==> src/rtl/core/ceq_pkg.sv <==
package ceq_pkg;

    // queue geometry
    localparam int QDEPTH = 16;
    localparam int QAW    = (QDEPTH > 1) ? $clog2(QDEPTH) : 1;
    localparam int QCW    = $clog2(QDEPTH + 1);

    // entry flag bits
    localparam int FLAG_TEL = 0;
    localparam int FLAG_RSY = 1;

    typedef enum logic [2:0] {
        K_PUB_TEL   = 3'd0,
        K_PUB_STATE = 3'd1,
        K_DEQUEUE   = 3'd2,
        K_OVF_RSY   = 3'd3,
        K_QUE_RSY   = 3'd4
    } t_kind;

    typedef enum logic [3:0] {
        ST_ENQUEUED  = 4'd0,
        ST_COALESCED = 4'd1,
        ST_DROPPED   = 4'd2,
        ST_RSY_REQ   = 4'd3,
        ST_EVENT     = 4'd4,
        ST_RESYNC    = 4'd5,
        ST_EMPTY     = 4'd6,
        ST_EXHAUSTED = 4'd7,
        ST_DONE      = 4'd8
    } t_status;

    typedef enum logic [2:0] {
        S_IDLE,
        S_SCAN,
        S_DECIDE,
        S_SH_RD,
        S_SH_WR,
        S_PUSH,
        S_FIN
    } t_state;

    typedef struct packed {
        logic [2:0]  kind;
        logic [7:0]  name_id;
        logic [63:0] revision;
        logic [15:0] payload_handle;
    } t_in_beat;

    typedef struct packed {
        logic [3:0]  status;
        logic [63:0] seq;
        logic [63:0] out_revision;
        logic [7:0]  out_name_id;
        logic        out_is_telemetry;
        logic [15:0] out_payload_handle;
        logic [31:0] dropped_count;
    } t_out_beat;

    typedef struct packed {
        logic [1:0]  flags;
        logic [7:0]  name;
        logic [63:0] rev;
        logic [15:0] pay;
    } t_entry;

    localparam int ENTRY_W = $bits(t_entry);

    // memory port controls driven by the sequencer
    typedef struct packed {
        logic           we;
        logic [QAW-1:0] waddr;
        logic [QAW-1:0] raddr;
    } t_ram_ctl;

endpackage

==> src/rtl/core/ceq_entry_ram.sv <==
module ceq_entry_ram #(
    parameter int WIDTH = 8,
    parameter int DEPTH = 16,
    parameter int AW    = 4
) (
    input  logic             i_clk,
    input  logic             i_we,
    input  logic [AW-1:0]    i_waddr,
    input  logic [WIDTH-1:0] i_wdata,
    input  logic [AW-1:0]    i_raddr,
    output logic [WIDTH-1:0] o_rdata
);

    logic [WIDTH-1:0] r_mem [DEPTH];
    logic [WIDTH-1:0] r_rdata;

    // one write port, one registered read port
    always_ff @(posedge i_clk) begin
        if (i_we) begin
            r_mem[i_waddr] <= i_wdata;
        end
        r_rdata <= r_mem[i_raddr];
    end

    assign o_rdata = r_rdata;

endmodule

==> src/rtl/core/coalescing_event_queue_core.sv <==
// channel  | direction | handshake                  | payload
// in       | input     | i_in_valid / o_in_ready    | i_in_data  (t_in_beat)
// out      | output    | o_out_valid / i_out_ready  | o_out_data (t_out_beat)
// cfg      | input     | i_cfg_we                   | i_cfg_data (capacity)
//
// one item at a time: accept, a scan of the filled entries, a decide step, then a
// read and a write step per entry moved up on a removal, a tail write and a finish
// step; a new item is accepted only after the finish of the last one.
// the scan and the shift share the single read port of the entry memory.
// synchronous active-low reset; entry memory is not cleared, no warm-up pass.
// a result waiting on out stalls only the finish of the next item.
module coalescing_event_queue_core
    import ceq_pkg::*;
(
    input  logic      i_clk,
    input  logic      i_rst_n,
    input  logic      i_in_valid,
    output logic      o_in_ready,
    input  t_in_beat  i_in_data,
    output logic      o_out_valid,
    input  logic      i_out_ready,
    output t_out_beat o_out_data,
    input  logic      i_cfg_we,
    input  logic [4:0] i_cfg_data
);

    t_state r_state, n_state;

    logic [4:0]     r_capacity;
    logic [QCW-1:0] r_fill;
    logic           r_armed;
    logic [63:0]    r_rsy_rev;
    logic [63:0]    r_next_seq;
    logic [31:0]    r_drop;

    t_in_beat       r_item;
    logic [QCW-1:0] r_idx;
    logic           r_rdv;
    logic [QAW-1:0] r_rdi;
    logic           r_found;
    logic [QAW-1:0] r_pos;
    logic [63:0]    r_max;
    t_entry         r_head;

    logic [QAW-1:0] r_sh;
    logic [QCW-1:0] r_sh_last;
    logic           r_push;
    t_entry         r_push_ent;
    logic [QAW-1:0] r_push_addr;
    t_out_beat      r_res;

    logic      r_out_valid;
    t_out_beat r_out;

    t_ram_ctl         ram_ctl;
    logic [ENTRY_W-1:0] ram_rdata;
    t_entry           rd_ent;
    t_entry           wr_ent;

    logic           in_fire;
    logic           scan_issue;
    logic           scan_match;
    logic [QCW-1:0] cap_eff;
    logic           full;

    // decision of the current item
    logic           p_rm;
    logic [QAW-1:0] p_pos;
    logic           p_push;
    t_entry         p_ent;
    logic           p_inv;
    logic           p_drop_inc;
    logic           p_take;
    logic           p_clr_arm;
    t_out_beat      p_res;
    logic [31:0]    drop_next;

    assign in_fire    = i_in_valid && o_in_ready;
    assign rd_ent     = t_entry'(ram_rdata);
    assign scan_issue = (r_idx < r_fill);
    assign scan_match = rd_ent.flags[FLAG_TEL] &&
                        (r_item.kind == K_PUB_STATE || rd_ent.name == r_item.name_id);

    // effective capacity clamp
    always_comb begin
        if (r_capacity == 5'd0) begin
            cap_eff = QCW'(1);
        end else if (32'(r_capacity) > QDEPTH) begin
            cap_eff = QCW'(QDEPTH);
        end else begin
            cap_eff = QCW'(r_capacity);
        end
    end

    assign full = (r_fill >= cap_eff);

    ceq_entry_ram #(
        .WIDTH(ENTRY_W),
        .DEPTH(QDEPTH),
        .AW   (QAW)
    ) u_ram (
        .i_clk  (i_clk),
        .i_we   (ram_ctl.we),
        .i_waddr(ram_ctl.waddr),
        .i_wdata(wr_ent),
        .i_raddr(ram_ctl.raddr),
        .o_rdata(ram_rdata)
    );

    // request decision
    always_comb begin
        p_rm       = 1'b0;
        p_pos      = r_pos;
        p_push     = 1'b0;
        p_ent      = '{flags: 2'b01, name: r_item.name_id, rev: r_item.revision,
                       pay: r_item.payload_handle};
        p_inv      = 1'b0;
        p_drop_inc = 1'b0;
        p_take     = 1'b0;
        p_clr_arm  = 1'b0;
        p_res      = '0;
        p_res.status = ST_DONE;
        case (r_item.kind)
            K_PUB_TEL: begin
                if (r_found) begin
                    p_rm   = 1'b1;
                    p_push = 1'b1;
                    p_res.status = ST_COALESCED;
                end else if (full) begin
                    p_drop_inc = 1'b1;
                    p_res.status = ST_DROPPED;
                end else begin
                    p_push = 1'b1;
                    p_res.status = ST_ENQUEUED;
                end
            end
            K_PUB_STATE: begin
                p_ent.flags = 2'b00;
                if (!full) begin
                    p_push = 1'b1;
                    p_res.status = ST_ENQUEUED;
                end else if (r_found) begin
                    p_rm       = 1'b1;
                    p_drop_inc = 1'b1;
                    p_push     = 1'b1;
                    p_res.status = ST_ENQUEUED;
                end else begin
                    p_inv = 1'b1;
                    p_res.status = ST_RSY_REQ;
                end
            end
            K_DEQUEUE: begin
                if (r_armed) begin
                    p_clr_arm = 1'b1;
                    p_take    = 1'b1;
                    if (r_next_seq != 64'd0) begin
                        p_res.status       = ST_RESYNC;
                        p_res.seq          = r_next_seq;
                        p_res.out_revision = r_rsy_rev;
                    end else begin
                        p_res.status = ST_EXHAUSTED;
                    end
                end else if (r_fill != '0) begin
                    p_rm   = 1'b1;
                    p_pos  = '0;
                    p_take = 1'b1;
                    if (r_next_seq == 64'd0) begin
                        p_res.status = ST_EXHAUSTED;
                    end else if (r_head.flags[FLAG_RSY]) begin
                        p_res.status       = ST_RESYNC;
                        p_res.seq          = r_next_seq;
                        p_res.out_revision = r_head.rev;
                    end else begin
                        p_res.status             = ST_EVENT;
                        p_res.seq                = r_next_seq;
                        p_res.out_revision       = r_head.rev;
                        p_res.out_name_id        = r_head.name;
                        p_res.out_is_telemetry   = r_head.flags[FLAG_TEL];
                        p_res.out_payload_handle = r_head.pay;
                    end
                end else begin
                    p_res.status = ST_EMPTY;
                end
            end
            K_OVF_RSY: begin
                p_inv = 1'b1;
            end
            K_QUE_RSY: begin
                p_ent = '{flags: 2'b10, name: 8'd0, rev: r_item.revision, pay: 16'd0};
                if (full) begin
                    p_inv = 1'b1;
                end else begin
                    p_push = 1'b1;
                end
            end
            default: begin
            end
        endcase
        drop_next = (p_drop_inc && r_drop != 32'hFFFF_FFFF) ? r_drop + 32'd1 : r_drop;
        p_res.dropped_count = drop_next;
    end

    // next state
    always_comb begin
        n_state = r_state;
        case (r_state)
            S_IDLE: begin
                if (in_fire) begin
                    n_state = S_SCAN;
                end
            end
            S_SCAN: begin
                if (!scan_issue && !r_rdv) begin
                    n_state = S_DECIDE;
                end
            end
            S_DECIDE: begin
                if (p_rm && ({1'b0, p_pos} + QCW'(1) < r_fill)) begin
                    n_state = S_SH_RD;
                end else if (p_push) begin
                    n_state = S_PUSH;
                end else begin
                    n_state = S_FIN;
                end
            end
            S_SH_RD: begin
                n_state = S_SH_WR;
            end
            S_SH_WR: begin
                if ({1'b0, r_sh} + QCW'(2) < r_sh_last + QCW'(1)) begin
                    n_state = S_SH_RD;
                end else if (r_push) begin
                    n_state = S_PUSH;
                end else begin
                    n_state = S_FIN;
                end
            end
            S_PUSH: begin
                n_state = S_FIN;
            end
            S_FIN: begin
                if (!r_out_valid || i_out_ready) begin
                    n_state = S_IDLE;
                end
            end
            default: begin
                n_state = S_IDLE;
            end
        endcase
    end

    // sequencer outputs
    always_comb begin
        o_in_ready    = (r_state == S_IDLE);
        ram_ctl.we    = 1'b0;
        ram_ctl.waddr = r_sh;
        ram_ctl.raddr = r_idx[QAW-1:0];
        wr_ent        = rd_ent;
        case (r_state)
            S_SH_RD: begin
                ram_ctl.raddr = r_sh + QAW'(1);
            end
            S_SH_WR: begin
                ram_ctl.we = 1'b1;
            end
            S_PUSH: begin
                ram_ctl.we    = 1'b1;
                ram_ctl.waddr = r_push_addr;
                wr_ent        = r_push_ent;
            end
            default: begin
            end
        endcase
    end

    // control state
    always_ff @(posedge i_clk) begin
        if (!i_rst_n) begin
            r_state     <= S_IDLE;
            r_capacity  <= 5'd16;
            r_fill      <= '0;
            r_armed     <= 1'b0;
            r_rsy_rev   <= 64'd0;
            r_next_seq  <= 64'd1;
            r_drop      <= 32'd0;
            r_rdv       <= 1'b0;
            r_out_valid <= 1'b0;
        end else begin
            r_state <= n_state;
            if (i_cfg_we) begin
                r_capacity <= i_cfg_data;
            end
            if (r_state == S_SCAN) begin
                r_rdv <= scan_issue;
            end else begin
                r_rdv <= 1'b0;
            end
            // queue bookkeeping on decide
            if (r_state == S_DECIDE) begin
                r_drop <= drop_next;
                if (p_take && r_next_seq != 64'd0) begin
                    r_next_seq <= r_next_seq + 64'd1;
                end
                if (p_clr_arm) begin
                    r_armed   <= 1'b0;
                    r_rsy_rev <= 64'd0;
                end
                if (p_inv) begin
                    r_fill  <= '0;
                    r_armed <= 1'b1;
                    if (r_max > r_rsy_rev) begin
                        r_rsy_rev <= r_max;
                    end
                end else if (p_rm) begin
                    r_fill <= r_fill - QCW'(1);
                end
            end
            if (r_state == S_PUSH) begin
                r_fill <= r_fill + QCW'(1);
            end
            // output register
            if (r_state == S_FIN && (!r_out_valid || i_out_ready)) begin
                r_out_valid <= 1'b1;
            end else if (i_out_ready) begin
                r_out_valid <= 1'b0;
            end
        end
    end

    // datapath registers
    always_ff @(posedge i_clk) begin
        case (r_state)
            S_IDLE: begin
                r_item  <= i_in_data;
                r_idx   <= '0;
                r_found <= 1'b0;
                r_max   <= i_in_data.revision;
            end
            S_SCAN: begin
                if (scan_issue) begin
                    r_idx <= r_idx + QCW'(1);
                end
                r_rdi <= r_idx[QAW-1:0];
                if (r_rdv) begin
                    if (r_rdi == '0) begin
                        r_head <= rd_ent;
                    end
                    if (scan_match && !r_found) begin
                        r_found <= 1'b1;
                        r_pos   <= r_rdi;
                    end
                    if (rd_ent.rev > r_max) begin
                        r_max <= rd_ent.rev;
                    end
                end
            end
            S_DECIDE: begin
                r_sh        <= p_pos;
                r_sh_last   <= r_fill - QCW'(1);
                r_push      <= p_push;
                r_push_ent  <= p_ent;
                r_push_addr <= p_rm ? (r_fill[QAW-1:0] - QAW'(1)) : r_fill[QAW-1:0];
                r_res       <= p_res;
            end
            S_SH_WR: begin
                r_sh <= r_sh + QAW'(1);
            end
            S_FIN: begin
                if (!r_out_valid || i_out_ready) begin
                    r_out <= r_res;
                end
            end
            default: begin
            end
        endcase
    end

    assign o_out_valid = r_out_valid;
    assign o_out_data  = r_out;

`ifndef ASSERT_OFF
    a_fill_bound: assert property (@(posedge i_clk) disable iff (!i_rst_n)
        32'(r_fill) <= QDEPTH)
        else $error("fill count beyond queue depth");

    a_accept_scan: assert property (@(posedge i_clk) disable iff (!i_rst_n)
        in_fire |=> r_state == S_SCAN)
        else $error("accepted beat did not start a scan");

    a_arm_clear: assert property (@(posedge i_clk) disable iff (!i_rst_n)
        $fell(r_armed) |-> $past(r_state) == S_DECIDE && $past(r_item.kind) == K_DEQUEUE)
        else $error("pending resync cleared without a dequeue");

    a_seq_sticky: assert property (@(posedge i_clk) disable iff (!i_rst_n)
        r_next_seq == 64'd0 |=> r_next_seq == 64'd0)
        else $error("exhausted sequence restarted");

    a_write_state: assert property (@(posedge i_clk) disable iff (!i_rst_n)
        ram_ctl.we |-> r_state == S_SH_WR || r_state == S_PUSH)
        else $error("entry write outside shift or push");
`endif

endmodule
==> config.mk <==
export PLATFORM = sky130hd
export DESIGN_NAME = coalescing_event_queue_core
export DESIGN_NICKNAME = d
export VERILOG_FILES = /design/src/rtl/core/ceq_pkg.sv /design/src/rtl/core/ceq_entry_ram.sv /design/src/rtl/core/coalescing_event_queue_core.sv
export SDC_FILE = /design/constraint.sdc
export NUM_CORES = 2
export LEC_CHECK = 0
export BUFFER_PORTS_ARGS = -buffer_cell sky130_fd_sc_hd__buf_2
export CAP_MARGIN = 40
export CORE_MARGIN = 5
export CORE_UTILIZATION = 50
export CTS_CLUSTER_DIAMETER = 150
export DETAILED_ROUTE_END_ITERATION = 6
export PLACE_DENSITY = 0.63
export SYNTH_ARGS = -nofsm -noshare
export SYNTH_HDL_FRONTEND = slang
export SYNTH_SLANG_ARGS = --single-unit
==> constraint.sdc <==
create_clock -name i_clk -period 26.2 [get_ports i_clk]
set_clock_uncertainty 0.15 [all_clocks]
set_input_delay 1.31 -clock i_clk [delete_from_list [all_inputs] [get_ports i_clk]]
set_output_delay 1.31 -clock i_clk [all_outputs]
set_load 0.005 [all_outputs]
==> flow_summary.ini <==
[outcome]
outcome = completed

[cts]
cts_buffers = 239
insertion_delay_ns = 0.87
clock_pin_slew_reported_for_the_worst_setup_and_hold_paths_after_clock_tree_synthesis_ns = 0.07
hold_buffers = 0
cts_root_buffer = sky130_fd_sc_hd__clkbuf_16
postCtsSetupRepairBufs = 0
clock_tree.buffer_depth = 3
cts.sinks = 2447
htree_num_levels = 4
post_cts.resized_instances = 0
cts_tree = yes

[worst_setup_path]
worst_setup_path_end_kind = flop
critPathLaunchType = flop
timing_worst_setup_path_type = reg -> reg
worst_ep_arrival_time_ns = 6.07
path_cells = nand3b_1 -> a21oi_4 -> buf_12 -> buf_4 -> buf_12 -> buf_12 -> buf_12 -> mux4_2 -> nor2b_1 -> a211oi_1 -> a21oi_1
worst_path_max_delay_cell = sky130_fd_sc_hd__dfxtp_1
reg2reg_to = u_ram.o_rdata[64]
worst_stage_delay_on_the_critical_path_ns = 0.78
required_ns = 26.74
reg2reg_from = r_state[0]
worst_r2r_path_cells = 11
crit_top_cell = sky130_fd_sc_hd__buf_12
reg2reg_slack_ns = 20.67
critical_path_peak_fanout = 87

[place]
portBuffers = 291
gpl.final_weighted_congestion = 0.823
post-dp-hpwl_um = 131000

[global_routing]
maximum_number_of_pins_on_one_net_before_global_route_repair = 153
antenna_found_initial = 18
globalRouteOverflowTotal = 0
globalRouteTotalUtil = 0.225
grt_pass1_vias = 49485
first_pass_grt_wire_length_um = 330000

[logic_synthesis]
synth_fa_ha_area_frac = 0.0206
synth-async-reset-ratio = 0
yosys.area_share.xor_xnor = 0.0129
synth_simple_gate_area_frac = 0.0681
synth-compound-area-share = 0.0372
post_synth_instance_area_um2 = 94700
synthDominantAreaCellType = sky130_fd_sc_hd__edfxtp_1
predominant_post_synthesis_flop_cell = sky130_fd_sc_hd__edfxtp_1
syn-num-nets = 5718
combinational_family_with_the_most_area_after_synthesis = multiplexers
syn_area_per_cell_um2 = 17.3
synth.distinct_cells = 70
fraction_of_the_yosys_area_taken_by_sequential_cells = 0.748
synth_warnings = 0
syn_inst_count = 5461
synth.most_common_cell = sky130_fd_sc_hd__edfxtp_1
synth_common_cells = sky130_fd_sc_hd__edfxtp_1 (2,181), sky130_fd_sc_hd__nand2_1 (562), sky130_fd_sc_hd__mux4_2 (360), sky130_fd_sc_hd__dfxtp_1 (266), sky130_fd_sc_hd__clkbuf_1 (185)
muxShareOfSynthArea = 0.0961
postSynthRegisterBits = 2447
synth.top_cells.by_area = sky130_fd_sc_hd__edfxtp_1 (69%), sky130_fd_sc_hd__mux4_2 (8.6%), sky130_fd_sc_hd__dfxtp_1 (5.6%)
synth-edff-count = 2181
synth_top_cell_area_share = 0.692

[cells_and_area]
finish.net_count = 6127
nFillCells = 14190
post_route_cells_drive_above_1_share = 0.200
area_growth_pct = 14.5
final_core_area_utilization = 0.577

[sta]
timing.final.hold_violations = 0
timing_worst_slew_pin_value_ns = 0.967
finalCritPeriodShare = 0.211
finalWorstPathRequiredPeriod_ns = 5.53
maximum_achievable_frequency_mhz = 181
grt_setup_unrepaired = no
timing_max_transition_violations_final = 0
max_slew_margin = 0.346
setup_violations_final = 0
final.setup.tns_ns = 0

[min_path]
hold_path.class = reg -> reg
worst_hold_path_ep = o_out_data[115]
min_from = r_res[115]
min_delay_path_depth = 0

[floorplanning]
die_height_um = 445
fp.dieArea_um2 = 198000
initial_core_util = 0.504
die_x_um = 445
rows = 159
i_o_pin_total = 292
core-area_um2 = 188000

[routing]
post_detailed_route_via_to_cell_ratio = 5.75
postRouteAntennaNets = 0
drt_iter0_markers = 4693
top_layer = met4
met2WireLength_um = 111000
routedLengthMet1_um = 94200
vias = 49353
drc = 0
wl_per_cell_um = 26.0
finalWirelength_um = 223000
firstDrtPassIters = 5
met3_wirelength_um = 13100

[pwr]
worst_ir_drop_vdd_mv = 0.0757
leakage_nw = 37.4
power-per-cell-area_nw_per_um2 = 100

[flow_run]
drv.max_cap_violation_count = 0
-- metal layers --
| metal | track usage | vias up |
|---|---|---|
| met3 | 0.0303 | 284 |
| met4 | 0.0575 | 0 |
| met1 | 0.316 | 25531 |
| met2 | 0.378 | 1570 |
| li1 | - | 21968 |
| met5 | 0 | - |
-- cells by family (layout without fill, tap and decap cells) --
group / after synthesis / in the layout
mux: 459 / 459
flops: 2447 / 2447
simple gates: 1312 / 1312
xor+xnor: 139 / 139
compound gates: 524 / 524
fa+ha+maj: 156 / 156
other cells: 0 / 11
buf+inv: 424 / 1044
-- worst max-delay path, delay by kind of cell, from the launching register on --
kind | cells | cell delay [ns]
AO/OA/AOI/OAI | 3 | 0.69
AND/OR/NAND/NOR | 2 | 0.74
buffers and inverters | 5 | 2.08
flip-flops | 1 | 0.78
multiplexers | 1 | 0.60
-- flip-flops by register name, indices dropped and copies added (netlist names), 3 cells and up --
| signal | cells |
|---|---|
| o_out_data | 189 |
| r_capacity | 5 |
| r_drop | 32 |
| r_fill | 5 |
| r_head | 90 |
| r_idx | 5 |
| r_item | 91 |
| r_max | 64 |
| r_next_seq | 64 |
| r_pos | 4 |
| r_push_addr | 4 |
| r_push_ent | 90 |
| r_rdi | 4 |
| r_res | 189 |
| r_rsy_rev | 64 |
| r_sh | 4 |
| r_sh_last | 5 |
| r_state | 3 |
| u_ram.o_rdata | 90 |
| u_ram.r_mem | 1440 |
-- worst max-delay path by stage --
stage | cells past startpoint | end | slack (ns) | startpoint
after floorplan | 2 | o_out_data[0] | 9.98 | i_out_ready
after global placement | 9 | u_ram.o_rdata[68] | 20.22 | r_state[0]
after detailed placement | 11 | u_ram.o_rdata[68] | 20.66 | r_state[0]
after CTS | 11 | u_ram.o_rdata[64] | 20.58 | r_state[0]
after global routing | 11 | u_ram.o_rdata[68] | 20.21 | r_state[0]
final | 11 | u_ram.o_rdata[64] | 20.67 | r_state[0]
-- final cells by class --
type	instances	area, um^2	share of cell area
Sequential cell	2447	70800	0.653
Multi-Input combinational cell	2590	22500	0.208
Clock buffer	314	6540	0.0603
Tap cell	2495	3120	0.0288
Timing Repair Buffer	425	3090	0.0285
Clock inverter	138	1640	0.0151
Inverter	167	639	0.00590
Antenna cell	11	27.5	0.000254
-- power by group --
part	leakage, nW	internal (mW)	total [mW]	switching, mW
registers	22.1	4.94	5.15	0.217
clock network	3.97	2.07	3.52	1.45
logic	11.3	0.850	2.20	1.35
total	37.4	7.86	10.9	3.02
-- layout by cell type, fill, tap and decap left out, types with 71 or more instances in the layout --
cell type / synthesis / routed
sky130_fd_sc_hd__edfxtp_1: 2181 / 2181
sky130_fd_sc_hd__nand2_1: 562 / 560
sky130_fd_sc_hd__mux4_2: 360 / 360
sky130_fd_sc_hd__buf_2: 34 / 295
sky130_fd_sc_hd__dfxtp_1: 266 / 266
sky130_fd_sc_hd__clkbuf_16: 0 / 241
sky130_fd_sc_hd__and2_1: 165 / 163
sky130_fd_sc_hd__inv_1: 163 / 160
sky130_fd_sc_hd__ha_1: 156 / 156
sky130_fd_sc_hd__a21oi_1: 157 / 153
sky130_fd_sc_hd__nor2_1: 144 / 126
sky130_fd_sc_hd__nor2b_1: 125 / 125
sky130_fd_sc_hd__a211oi_1: 99 / 99
sky130_fd_sc_hd__mux2i_1: 97 / 96
sky130_fd_sc_hd__buf_4: 0 / 92
sky130_fd_sc_hd__xnor2_1: 86 / 86
sky130_fd_sc_hd__nand3_1: 71 / 71
-- metrics by stage --
| step | total power [mW] | instance area [um^2] | worst slack, ns | instances | hold WS (ns) |
|---|---|---|---|---|---|
| 2_1_floorplan | 6.72 | 94700 | 9.98 | 5461 | 0.250 |
| 3_3_place_gp | 7.36 | 99300 | 20.22 | 8082 | 0.251 |
| 3_5_place_dp | 7.45 | 100000 | 20.66 | 8124 | 0.255 |
| 4_1_cts | 11.0 | 108000 | 20.58 | 8576 | 0.251 |
| 5_1_grt | 11.4 | 108000 | 20.21 | 8582 | 0.266 |
| 6_report | 10.9 | 108000 | 20.67 | 8587 | 0.249 |
(Power assumes the default switching activity.)
